File: config.mk
export PLATFORM = sky130hd
export DESIGN_NAME = rle_sprite_rgb565_decoder
export DESIGN_NICKNAME = d
export VERILOG_FILES = /design/src/rtl/core/rlesd_pkg.sv /design/src/rtl/core/rlesd_out_skid.sv /design/src/rtl/core/rle_sprite_rgb565_decoder.sv
export SDC_FILE = /design/constraint.sdc
export NUM_CORES = 1
export LEC_CHECK = 0
export BUFFER_PORTS_ARGS = -buffer_cell sky130_fd_sc_hd__buf_2
export CAP_MARGIN = 20
export CORE_AREA = 5 5 253 255
export DETAILED_ROUTE_END_ITERATION = 16
export DIE_AREA = 0 0 258 260
export PLACE_DENSITY = 0.56
export RECOVER_POWER = 25
export SYNTH_ARGS = -nofsm -noshare
export SYNTH_HDL_FRONTEND = slang
export SYNTH_SLANG_ARGS = --single-unit
File: constraint.sdc
create_clock -name clk -period 15 [get_ports clk]
set_clock_uncertainty 0.15 [all_clocks]
set_input_delay 3 -clock clk [delete_from_list [all_inputs] [get_ports clk]]
set_output_delay 3 -clock clk [all_outputs]
set_load 0.005 [all_outputs]
File: src/rtl/core/rlesd_pkg.sv
// ----------------------------------------------------------------------------
// rlesd_pkg
// Shared types and constants for the run-length sprite decoder: result kinds,
// the result record that travels to the output stage, and field constants.
// ----------------------------------------------------------------------------
package rlesd_pkg;

  // result kind codes
  typedef enum logic [1:0] {
    KIND_PIXEL  = 2'd0,
    KIND_HEADER = 2'd1,
    KIND_DONE   = 2'd2
  } kind_t;

  localparam int unsigned PIXEL_INDEX_W = 32;
  localparam int unsigned DIM_W         = 16;
  localparam int unsigned CHAN_W        = 8;

  // alpha of every written pixel
  localparam logic [CHAN_W-1:0] ALPHA_OPAQUE = 8'hFF;
  // last byte of the six byte header (width, height, ignored word)
  localparam logic [2:0] HDR_LAST_BYTE = 3'd5;

  // one result record
  typedef struct packed {
    kind_t                    kind;
    logic [PIXEL_INDEX_W-1:0] pixel_index;
    logic [CHAN_W-1:0]        alpha;
    logic [CHAN_W-1:0]        red;
    logic [CHAN_W-1:0]        green;
    logic [CHAN_W-1:0]        blue;
    logic [DIM_W-1:0]         width;
    logic [DIM_W-1:0]         height;
    logic                     beyond_frame;
  } result_t;

endpackage

File: src/rtl/core/rlesd_out_skid.sv
// ----------------------------------------------------------------------------
// rlesd_out_skid
// Output register with one skid entry. The push side stays ready while the
// skid entry is empty, also while the output register holds a request that
// the receiver has not yet taken.
module rlesd_out_skid (
  input  logic              clk,
  input  logic              rst,
  input  logic              push_valid,
  input  rlesd_pkg::result_t push_data,
  output logic              push_ready,
  output logic              pop_valid,
  output rlesd_pkg::result_t pop_data,
  input  logic              pop_ready
);

  logic               out_valid;
  rlesd_pkg::result_t out_data;
  logic               skid_valid;
  rlesd_pkg::result_t skid_data;

  assign push_ready = !skid_valid;
  assign pop_valid  = out_valid;
  assign pop_data   = out_data;

  // control flags
  always_ff @(posedge clk) begin
    if (rst) begin
      out_valid  <= 1'b0;
      skid_valid <= 1'b0;
    end else if (pop_ready || !out_valid) begin
      if (skid_valid) begin
        out_valid  <= 1'b1;
        skid_valid <= 1'b0;
      end else begin
        out_valid  <= push_valid;
      end
    end else if (push_valid && !skid_valid) begin
      skid_valid <= 1'b1;
    end
  end

  // payload
  always_ff @(posedge clk) begin
    if (pop_ready || !out_valid) begin
      if (skid_valid) begin
        out_data <= skid_data;
      end else if (push_valid) begin
        out_data <= push_data;
      end
    end else if (push_valid && !skid_valid) begin
      skid_data <= push_data;
    end
  end

endmodule

File: src/rtl/core/rle_sprite_rgb565_decoder.sv
// ----------------------------------------------------------------------------
// rle_sprite_rgb565_decoder
// Parses a run-length coded RGB565 sprite record byte by byte and emits
// pixel, header and completion results.
// ----------------------------------------------------------------------------
// Usage:
//   Input channel (in_valid/in_ready): one record byte per request, with
//   start_image set on the first byte of a new record (width low byte).
//   Output channel (out_valid/out_ready): zero or one result per byte:
//   a pixel (index, ARGB8888 expanded from RGB565, beyond_frame flag), a
//   header-parsed marker, or an image-complete marker with the final count.
//   Width and height from the header ride along on every result.
// Throughput: one byte per cycle, sustained, as long as the receiver keeps
//   taking results; each byte is decoded by combinational logic.
// Output: each result is registered, via the skid entry on a stall.
// Stall: an output register plus one skid entry absorb a stalled receiver;
//   in_ready drops only once both hold results.
// Frame area (width * height) is held in a register refreshed every cycle
//   from the header fields; that multiplier is the widest path.
// Reset: rst (synchronous) returns the parser to the first header byte with
//   zero width, height and pixel counter, and empties the output stage.
// ----------------------------------------------------------------------------
module rle_sprite_rgb565_decoder (
  input  logic        clk,
  input  logic        rst,
  input  logic        in_valid,
  output logic        in_ready,
  input  logic [7:0]  data_byte,
  input  logic        start_image,
  output logic        out_valid,
  input  logic        out_ready,
  output logic [1:0]  kind,
  output logic [31:0] pixel_index,
  output logic [7:0]  alpha,
  output logic [7:0]  red,
  output logic [7:0]  green,
  output logic [7:0]  blue,
  output logic [15:0] width,
  output logic [15:0] height,
  output logic        beyond_frame
);

  typedef enum logic [2:0] {
    PH_HEADER       = 3'd0,
    PH_COUNT        = 3'd1,
    PH_SKIP         = 3'd2,
    PH_LO           = 3'd3,
    PH_HI           = 3'd4,
    PH_DONE_PENDING = 3'd5,
    PH_IDLE         = 3'd6
  } phase_t;

  phase_t      phase, phase_next;
  logic [2:0]  hdr_count, hdr_count_next;
  logic [15:0] frame_width, frame_width_next;
  logic [15:0] frame_height, frame_height_next;
  logic [31:0] pixel_counter, pixel_counter_next;
  logic [7:0]  run_remaining, run_remaining_next;
  logic [7:0]  low_byte, low_byte_next;
  logic [31:0] frame_area;

  logic               accept;
  logic               res_valid;
  rlesd_pkg::result_t res;
  rlesd_pkg::result_t out_res;
  logic               push_ready;

  phase_t      work_phase;
  logic [31:0] skip_sum;
  logic [31:0] pix_inc;
  logic [15:0] word;

  assign accept = in_valid && in_ready;
  assign in_ready = push_ready;

  // frame area, refreshed every cycle from the header fields
  always_ff @(posedge clk) begin
    frame_area <= frame_width * frame_height;
  end

  // per-byte decode
  always_comb begin
    phase_next         = phase;
    hdr_count_next     = hdr_count;
    frame_width_next   = frame_width;
    frame_height_next  = frame_height;
    pixel_counter_next = pixel_counter;
    run_remaining_next = run_remaining;
    low_byte_next      = low_byte;
    work_phase         = phase;
    res_valid          = 1'b0;
    res                = '0;
    res.kind           = rlesd_pkg::KIND_PIXEL;
    res.width          = frame_width;
    res.height         = frame_height;
    word               = {data_byte, low_byte};

    // completion left over from a run that ended on a colour word
    if (phase == PH_DONE_PENDING) begin
      res_valid       = 1'b1;
      res.kind        = rlesd_pkg::KIND_DONE;
      res.pixel_index = pixel_counter;
      work_phase      = PH_IDLE;
    end
    // restart at the width field
    if (start_image) begin
      work_phase         = PH_HEADER;
      hdr_count_next     = '0;
      pixel_counter_next = '0;
      run_remaining_next = '0;
    end

    skip_sum   = pixel_counter_next + {25'd0, data_byte[6:0]};
    pix_inc    = pixel_counter_next + 32'd1;
    phase_next = work_phase;

    case (work_phase)
      PH_HEADER: begin
        case (hdr_count_next)
          3'd0: frame_width_next[7:0]   = data_byte;
          3'd1: frame_width_next[15:8]  = data_byte;
          3'd2: frame_height_next[7:0]  = data_byte;
          3'd3: frame_height_next[15:8] = data_byte;
          default: ;
        endcase
        if (hdr_count_next >= rlesd_pkg::HDR_LAST_BYTE) begin
          hdr_count_next     = '0;
          pixel_counter_next = '0;
          run_remaining_next = '0;
          phase_next         = PH_COUNT;
          res_valid          = 1'b1;
          res                = '0;
          res.kind           = rlesd_pkg::KIND_HEADER;
          res.width          = frame_width;
          res.height         = frame_height;
        end else begin
          hdr_count_next = hdr_count_next + 3'd1;
        end
      end
      PH_COUNT: begin
        run_remaining_next = data_byte;
        phase_next         = PH_SKIP;
      end
      PH_SKIP: begin
        pixel_counter_next = skip_sum;
        if (run_remaining_next != 8'd0) begin
          phase_next = PH_LO;
        end else if (skip_sum >= frame_area) begin
          phase_next      = PH_IDLE;
          res_valid       = 1'b1;
          res.kind        = rlesd_pkg::KIND_DONE;
          res.pixel_index = skip_sum;
        end else begin
          phase_next = PH_COUNT;
        end
      end
      PH_LO: begin
        low_byte_next = data_byte;
        phase_next    = PH_HI;
      end
      PH_HI: begin
        res_valid          = 1'b1;
        res.kind           = rlesd_pkg::KIND_PIXEL;
        res.pixel_index    = pixel_counter_next;
        res.alpha          = rlesd_pkg::ALPHA_OPAQUE;
        res.red            = {word[15:11], 3'b000};
        res.green          = {word[10:5], 2'b00};
        res.blue           = {word[4:0], 3'b000};
        res.beyond_frame   = (pixel_counter_next >= frame_area);
        pixel_counter_next = pix_inc;
        run_remaining_next = run_remaining_next - 8'd1;
        if (run_remaining_next != 8'd0) begin
          phase_next = PH_LO;
        end else if (pix_inc >= frame_area) begin
          phase_next = PH_DONE_PENDING;
        end else begin
          phase_next = PH_COUNT;
        end
      end
      default: ;
    endcase
  end

  // parser state
  always_ff @(posedge clk) begin
    if (rst) begin
      phase         <= PH_HEADER;
      hdr_count     <= '0;
      frame_width   <= '0;
      frame_height  <= '0;
      pixel_counter <= '0;
      run_remaining <= '0;
      low_byte      <= '0;
    end else if (accept) begin
      phase         <= phase_next;
      hdr_count     <= hdr_count_next;
      frame_width   <= frame_width_next;
      frame_height  <= frame_height_next;
      pixel_counter <= pixel_counter_next;
      run_remaining <= run_remaining_next;
      low_byte      <= low_byte_next;
    end
  end

  // output register and skid entry
  rlesd_out_skid u_out_skid (
    .clk        (clk),
    .rst        (rst),
    .push_valid (accept && res_valid),
    .push_data  (res),
    .push_ready (push_ready),
    .pop_valid  (out_valid),
    .pop_data   (out_res),
    .pop_ready  (out_ready)
  );

  assign kind         = out_res.kind;
  assign pixel_index  = out_res.pixel_index;
  assign alpha        = out_res.alpha;
  assign red          = out_res.red;
  assign green        = out_res.green;
  assign blue         = out_res.blue;
  assign width        = out_res.width;
  assign height       = out_res.height;
  assign beyond_frame = out_res.beyond_frame;

endmodule
==> impl_metrics.env, run 1 <==
export IMPL_cts_max_level=1
export IMPL_synth_edf_count=168
export IMPL_hold_viol=0
export IMPL_rows=91
export IMPL_synth_distinct_cells=94
export IMPL_die_h_um=260
export IMPL_cts_root_buffer="clkbuf_16"
export IMPL_violations="capacitance limit, slew limit"
export IMPL_setup_violations=0
export IMPL_antennaDiodeCount=0
export IMPL_final_area_mm2=0.0265
export IMPL_antenna_found_initial=2
export IMPL_max_cap_violations=2
export IMPL_tns_ps=0
export IMPL_die_area_mm2=0.0671
export IMPL_die_w_um=258
export IMPL_endpoint_kind="flip-flop"
export IMPL_grt_pass1_vias=18700
export IMPL_gp_congestion=0.938
export IMPL_layout_drive_gt1_share_pct=10.0
export IMPL_path_cells="clkbuf_1 -> buf_4 -> nor2b_1 -> ha_1 -> a31oi_1 -> o21ai_0 -> nor2_1 -> o21a_1 -> or2_2 -> ha_1 -> and3_1 -> a221o_1 -> a221oi_1 -> o211ai_1 -> a31oi_2 -> o21ai_0 -> a21oi_1 -> a21oi_4 -> buf_4 -> buf_16"
export IMPL_vias=18800
export IMPL_crit_buf_inv=4
export IMPL_core_mm2=0.0614
export IMPL_avgSynthCellArea_um2=9.58
export IMPL_drt_initial_drc_count=1455
export IMPL_ant_nets=0
export IMPL_synth_common_cells="inv_1, nand2_1, ha_1"
export IMPL_status="finished with violations"
export IMPL_io_pins=114
export IMPL_cp_max_fo=53
export IMPL_drv_slew=75
export IMPL_hold_path_class="flip-flop to flip-flop"
export IMPL_ys_async_sr_fraction_pct=0
export IMPL_io_buffers=105
export IMPL_yosysSeqAreaShare_pct=30.6
export IMPL_nFillCells=5949
export IMPL_avgRoutedWirePerCell_um=21.8
export IMPL_crit_arrival_ps=9630
export IMPL_cp_required_ps=15140
export IMPL_nNetsFinal=2983
export IMPL_path_delay_family="compound AO/OA/AOI/OAI gates"
export IMPL_grt_remaining_overflow=0
export IMPL_yosysMostFrequentCell="inv_1"
export IMPL_cts_resized=0
export IMPL_max_slew_margin_rel_pct=-99.5
export IMPL_period_minus_slack_ps=9490
export IMPL_cts_buffers=31
export IMPL_area_growth_pct=8.95
export IMPL_grt_use_total_pct=21.5
export IMPL_grt_pass1_wl_um=113000
export IMPL_cts_sinks=288
export IMPL_cts_max_path_buffers=3
export IMPL_hold_buffers=0
export IMPL_post_dp_hpwl_um=53100
export IMPL_synthFlopType="edfxtp_1"
export IMPL_synth_warnings=0
export IMPL_grt_max_degree=90
export IMPL_ir_drop_mv=0.0825
export IMPL_p_per_area_mw_per_mm2=70.9
export IMPL_startpoint_type="primary input"
export IMPL_netlist_area_mm2=0.0244
export IMPL_rsz0062_at_grt="no"
export IMPL_critPathMaxStageDelay_ps=660
export IMPL_p_leak_nw=11.6
export IMPL_synthCells=2544
export IMPL_yosys_area_top_type_share_pct=20.7
export IMPL_tightest_slew_ps=2990
export IMPL_dr_pass1_iters=5
export IMPL_synth_top_area_cell="edfxtp_1"
export IMPL_critPathSlowestCell="clkbuf_1"
export IMPL_via_per_inst=5.55
export IMPL_placed_area_mm2=0.0255
export IMPL_drc=0
export IMPL_fin_crit_sh_pct=63.2
export IMPL_cts_setup_buffers=0
export IMPL_start_util_pct=39.7
export IMPL_critical_path_class="primary input to flip-flop"
export IMPL_ys_ff_latch=288
export IMPL_fmax_mhz=105
export IMPL_routed_wl_um=73500
export IMPL_clkTransAtPathRegs_ps=60
export IMPL_cts_tree="built"
export IMPL_clk_latency_ps=600
export IMPL_synth_top_cells_by_area="edfxtp_1, fa_1, ha_1"
[registers in the layout (all words and copies together) (netlist names), 3 cells and up]
signal and flops:
u_out_skid.pop_data 84, u_out_skid.skid_data 84, frame_area 32, pixel_counter 32
frame_height 16, frame_width 16, low_byte 8, run_remaining 8
hdr_count 3, phase 3
[cell families (layout without fill, tap and decap cells)]
family	after synthesis	after routing	synth area share, %
and+or+nand+nor	775	775	15.4
buffers and inverters	458	495	7.43
other	1	8	0.0154
xor gates and xnor gates	91	91	3.27
DFF	288	288	30.6
AOI/OAI and AO/OA	408	408	11.2
adders and majority gates	409	409	27.0
muxes	114	114	5.09
[routing by layer]
| metal | GRT usage, % | vias up | routed length (um) |
|---|---|---|---|
| li1 | - | 8642 | - |
| met1 | 30.2 | 9320 | 32600 |
| met2 | 34.7 | 681 | 34100 |
| met3 | 3.22 | 105 | 4930 |
| met4 | 5.87 | 4 | 1930 |
| met5 | 0 | - | 21 |
[worst register-to-register path: stages (launching register included)]
cell       delay, ps
dfxtp_1          310
clkbuf_1         890
nand2_1          210
fa_1             600
inv_1             60
fa_1             530
inv_1             60
fa_1             490
fa_1             580
fa_1             430
fa_1             540
inv_1             60
ha_1             410
nand2_1          110
o21ai_0          260
a22o_1           210
a311oi_1          80
o31ai_1          670
a2111oi_0        240
a211oi_1         320
xor2_1           160
[layout by cell type, fill, tap and decap left out, drive strengths merged, types with 23 or more instances in the layout]
cell type    n
a211oi      25
a21o        26
a21oi      137
a22o        23
and2       109
buf         89
clkbuf      81
dfxtp      120
edfxtp     168
fa         194
ha         213
inv        309
mux2        77
mux2i       37
nand2      292
nand3       37
nand4       29
nor2       160
nor2b       24
nor3        47
o21ai       75
xnor2       60
xor2        31
[report_power, final]
group | switching (mW) | total [mW] | internal [mW]
Sequential | 0.0298 | 0.876 | 0.847
Clock | 0.344 | 0.822 | 0.477
Combinational | 0.123 | 0.185 | 0.0621
[final timing paths]
kind | startpoint | to | slack [ps] | cells after the start
worst max-delay path | start_image | u_out_skid.pop_data[24]$_DFFE_PP_ | 5510 | 20
worst min-delay path | hdr_count[1]$_SDFFE_PP0P_ | hdr_count[1]$_SDFFE_PP0P_ | 340 | 2
worst max register to register | frame_width[15]$_SDFFE_PP0P_ | frame_area[30]$_DFF_P_ | 7580 | 20
worst min register to register | hdr_count[1]$_SDFFE_PP0P_ | hdr_count[1]$_SDFFE_PP0P_ | 340 | 2
[through the flow]
stage               setup slack (ps)  utilization (%)  std cells  power, mW  hold slack, ps
floorplan                        745                -       2551       1.00             256
global placement                5380             41.5       3318       1.07             305
detailed placement              5290             41.5       3318       1.08             326
CTS                             5910             43.3       3376       1.90             336
global route                    5110             43.2       3378       1.95             353
finish                          5510             43.2       3378       1.88             337
[final cells by class]
type | count | area [um^2] | share of cell area [%]
clock buffers | 39 | 856 | 3.22
well taps | 790 | 988 | 3.72
inverters | 306 | 1150 | 4.33
repair buffers | 131 | 694 | 2.62
clock inverters | 19 | 233 | 0.877
flip-flops and latches | 288 | 7450 | 28.1
multi-input cells | 1805 | 15200 | 57.2
(Power assumes the default switching activity.)
==> inputs of run 2 (changes only) <==
ABC_AREA = 1   (was not set)
CORE_AREA = 5 5 259 261   (was 5 5 253 255)
DIE_AREA = 0 0 264 266   (was 0 0 258 260)
clock period = 8.2 ns   (was 15 ns; I/O delays follow)
==> run 2 against run 1 <==
Net effect:
- the run still ends with capacitance limit, slew limit left
- synthesized cell count up 30%
- power grew 87%
- non-clock buffer count rose by 23
- worst setup slack got worse by 4200 ps
- combinational power grew to 2.6 times the previous value
- clock power rose by 73%
==> impl_metrics.env, run 2 <==
export IMPL_routed_wl_um=77900
export IMPL_pwr_share_seq_pct=46.1
export IMPL_pre_cts_slack_ps=1180
export IMPL_yosysMostFrequentCell="nand2_1"
export IMPL_synth_top_area_cell="edfxtp_1"
export IMPL_internal_power_mw=2.53
export IMPL_yosysSeqAreaShare_pct=29.2
export IMPL_multi_input_area_mm2=0.0152
export IMPL_grt_pass1_wl_um=123000
export IMPL_gp_congestion=0.981
export IMPL_start_util_pct=39.7
export IMPL_rsz0062_at_grt="no"
export IMPL_cts_buffers=29
export IMPL_grt_max_degree=78
export IMPL_final_common_cell="nand2_1"
export IMPL_clk_latency_ps=590
export IMPL_layout_drive_gt1_share_pct=7.22
export IMPL_dr_pass1_iters=6
export IMPL_period_minus_slack_ps=6890
export IMPL_cts_setup_buffers=0
export IMPL_hold_viol=0
export IMPL_clockPowerShare_pct=40.3
export IMPL_p_leak_nw=13.7
export IMPL_drt_initial_drc_count=1850
export IMPL_synthFlopType="edfxtp_1"
export IMPL_rows=93
export IMPL_final_cell_mix="nand2_1, inv_1, ha_1"
export IMPL_nNetsFinal=3762
export IMPL_cp_max_fo=18
export IMPL_vias=21400
export IMPL_tightest_slew_ps=2350
export IMPL_fin_crit_sh_pct=84.1
export IMPL_crit_path_frequent_cell="fa_1"
export IMPL_hold_path_class="flip-flop to flip-flop"
export IMPL_cts_resized=0
export IMPL_layout_setup_ws_ps=1310
export IMPL_combPwrFrac_pct=13.6
export IMPL_synth_top_family_by_area="adder cells"
export IMPL_p_switching_mw=0.984
export IMPL_synth_distinct_cells=58
export IMPL_whs_ps=362
export IMPL_path_delay_family="adder cells"
export IMPL_fmax_mhz=145
export IMPL_status="finished with violations"
export IMPL_synth_warnings=0
export IMPL_setup_violations=0
export IMPL_netlist_area_mm2=0.0255
export IMPL_switching_share_pct=28.0
export IMPL_core_mm2=0.0642
export IMPL_p_per_area_mw_per_mm2=127
export IMPL_placed_cells=4166
export IMPL_endpoint_kind="flip-flop"
export IMPL_hold_buffers=0
export IMPL_critical_path_class="flip-flop to flip-flop"
export IMPL_die_w_um=264
export IMPL_grt_use_total_pct=21.9
export IMPL_grt_remaining_overflow=0
export IMPL_ys_async_sr_fraction_pct=0
export IMPL_ant_nets=0
export IMPL_antennaDiodeCount=0
export IMPL_yosys_area_share_simple_pct=23.7
export IMPL_cts_tree="built"
export IMPL_cts_sinks=288
export IMPL_antenna_found_initial=0
export IMPL_ys_ff_latch=288
export IMPL_avgRoutedWirePerCell_um=18.5
export IMPL_grt_pass1_vias=21200
export IMPL_synth_xor_area_share_pct=1.91
export IMPL_synthCells=3303
export IMPL_synth_edf_count=168
export IMPL_die_h_um=266
export IMPL_crit_arrival_ps=7190
export IMPL_cts_max_level=1
export IMPL_io_pins=114
export IMPL_tns_ps=0
export IMPL_die_area_mm2=0.0702
export IMPL_synth_common_cells="nand2_1, inv_1, ha_1"
export IMPL_area_growth_pct=8.96
export IMPL_ir_drop_mv=0.155
export IMPL_synth_top_cells_by_area="edfxtp_1, nand2_1, fa_1"
export IMPL_critPathSlowestCell="clkbuf_1"
export IMPL_nFillCells=6593
export IMPL_post_synth_fa_ha_maj_area_fraction_pct=25.7
export IMPL_p_total_mw=3.52
export IMPL_yosys_area_top_type_share_pct=19.8
export IMPL_synth_compound_area_share_pct=7.95
export IMPL_seqCellArea_mm2=0.00745
export IMPL_critPathMaxStageDelay_ps=940
export IMPL_path_cells="clkbuf_1 -> nand2_1 -> fa_1 -> inv_1 -> fa_1 -> fa_1 -> fa_1 -> fa_1 -> inv_1 -> fa_1 -> inv_1 -> ha_1 -> nand2_1 -> nor2_1 -> and2_1 -> nand4_1 -> nand3_1 -> a21o_1 -> a21oi_1 -> xnor2_1"
export IMPL_drv_slew=55
export IMPL_crit_buf_inv=4
export IMPL_max_cap_violations=1
export IMPL_cts_max_path_buffers=3
export IMPL_post_dp_hpwl_um=59900
export IMPL_clkTransAtPathRegs_ps=60
export IMPL_startpoint_type="flip-flop"
export IMPL_violations="capacitance limit, slew limit"
export IMPL_cp_required_ps=8490
export IMPL_cts_root_buffer="clkbuf_16"
export IMPL_via_per_inst=5.06
export IMPL_drc=0
export IMPL_max_slew_margin_rel_pct=-56.5
export IMPL_layoutNonFillerInstCount=4220
export IMPL_io_buffers=105
export IMPL_synth_area_mux_share_pct=0
export IMPL_avgSynthCellArea_um2=7.72
==> run 2: cell count changes after synthesis, sizes merged, moves of 19 or more <==
cell	delta
xnor2	-48
a22o	-23
o21ai	+49
mux2i	-37
nor3	-29
nand3	+118
a21o	-19
and2	-97
a211oi	-22
a21oi	+54
nand2	+762
nor2b	-24
inv	+286
mux2	-77
==> run 2: area by class of cell <==
class / count / area share, %
Multi-Input combinational cell: 2278 / 54.6
Sequential cell: 288 / 26.8
Inverter: 591 / 8.00
Tap cell: 855 / 3.85
Timing Repair Buffer: 154 / 3.06
Clock buffer: 39 / 2.90
Clock inverter: 15 / 0.735
==> run 2: worst paths after layout <==
kind,startpoint,end,slack [ps],cells past startpoint
max,frame_height[15]$_SDFFE_PP0P_,frame_area[29]$_DFF_P_,1310,20
min reg2reg,u_out_skid.skid_data[80]$_DFFE_PP_,u_out_skid.pop_data[80]$_DFFE_PP_,360,2
min,u_out_skid.skid_data[80]$_DFFE_PP_,u_out_skid.pop_data[80]$_DFFE_PP_,360,2
max reg2reg,frame_height[15]$_SDFFE_PP0P_,frame_area[29]$_DFF_P_,1310,20
==> run 2: logic make-up after synthesis <==
kind of cell / Yosys count
flip-flops: 288
AND/OR/NAND/NOR: 1439
adder cells (fa/ha/maj): 408
other: 1
buffers and inverters: 744
XOR/XNOR: 52
AO/OA/AOI/OAI: 371
==> run 2: power by group through the flow <==
stage	Sequential (mW)	Clock [mW]	Combinational, mW
floorplan	1.62	0	0.321
global route	1.63	1.50	0.536
CTS	1.62	1.45	0.482
global placement	1.65	0	0.481
finish	1.62	1.42	0.479
detailed placement	1.65	0	0.480
==> run 2: worst min-delay path, cell delays in order, from the launching register on <==
cell and delay (ps):
edfxtp_1 320, nand2_1 50, nand2_1 50
==> run 2: through the flow <==
stage	utilization, %	area [um^2]
after floorplan	-	25500
after global placement	41.8	26900
after detailed placement	41.8	26900
after CTS	43.4	27900
after global routing	43.2	27800
final	43.2	27800
==> run 2: layer usage <==
metal / up-vias / track usage [%] / wire (um)
li1: 10400 / - / -
met1: 10100 / 30.2 / 34100
met2: 757 / 35.9 / 35100
met3: 111 / 4.44 / 6810
met4: 0 / 4.95 / 1880
met5: - / 0 / 0
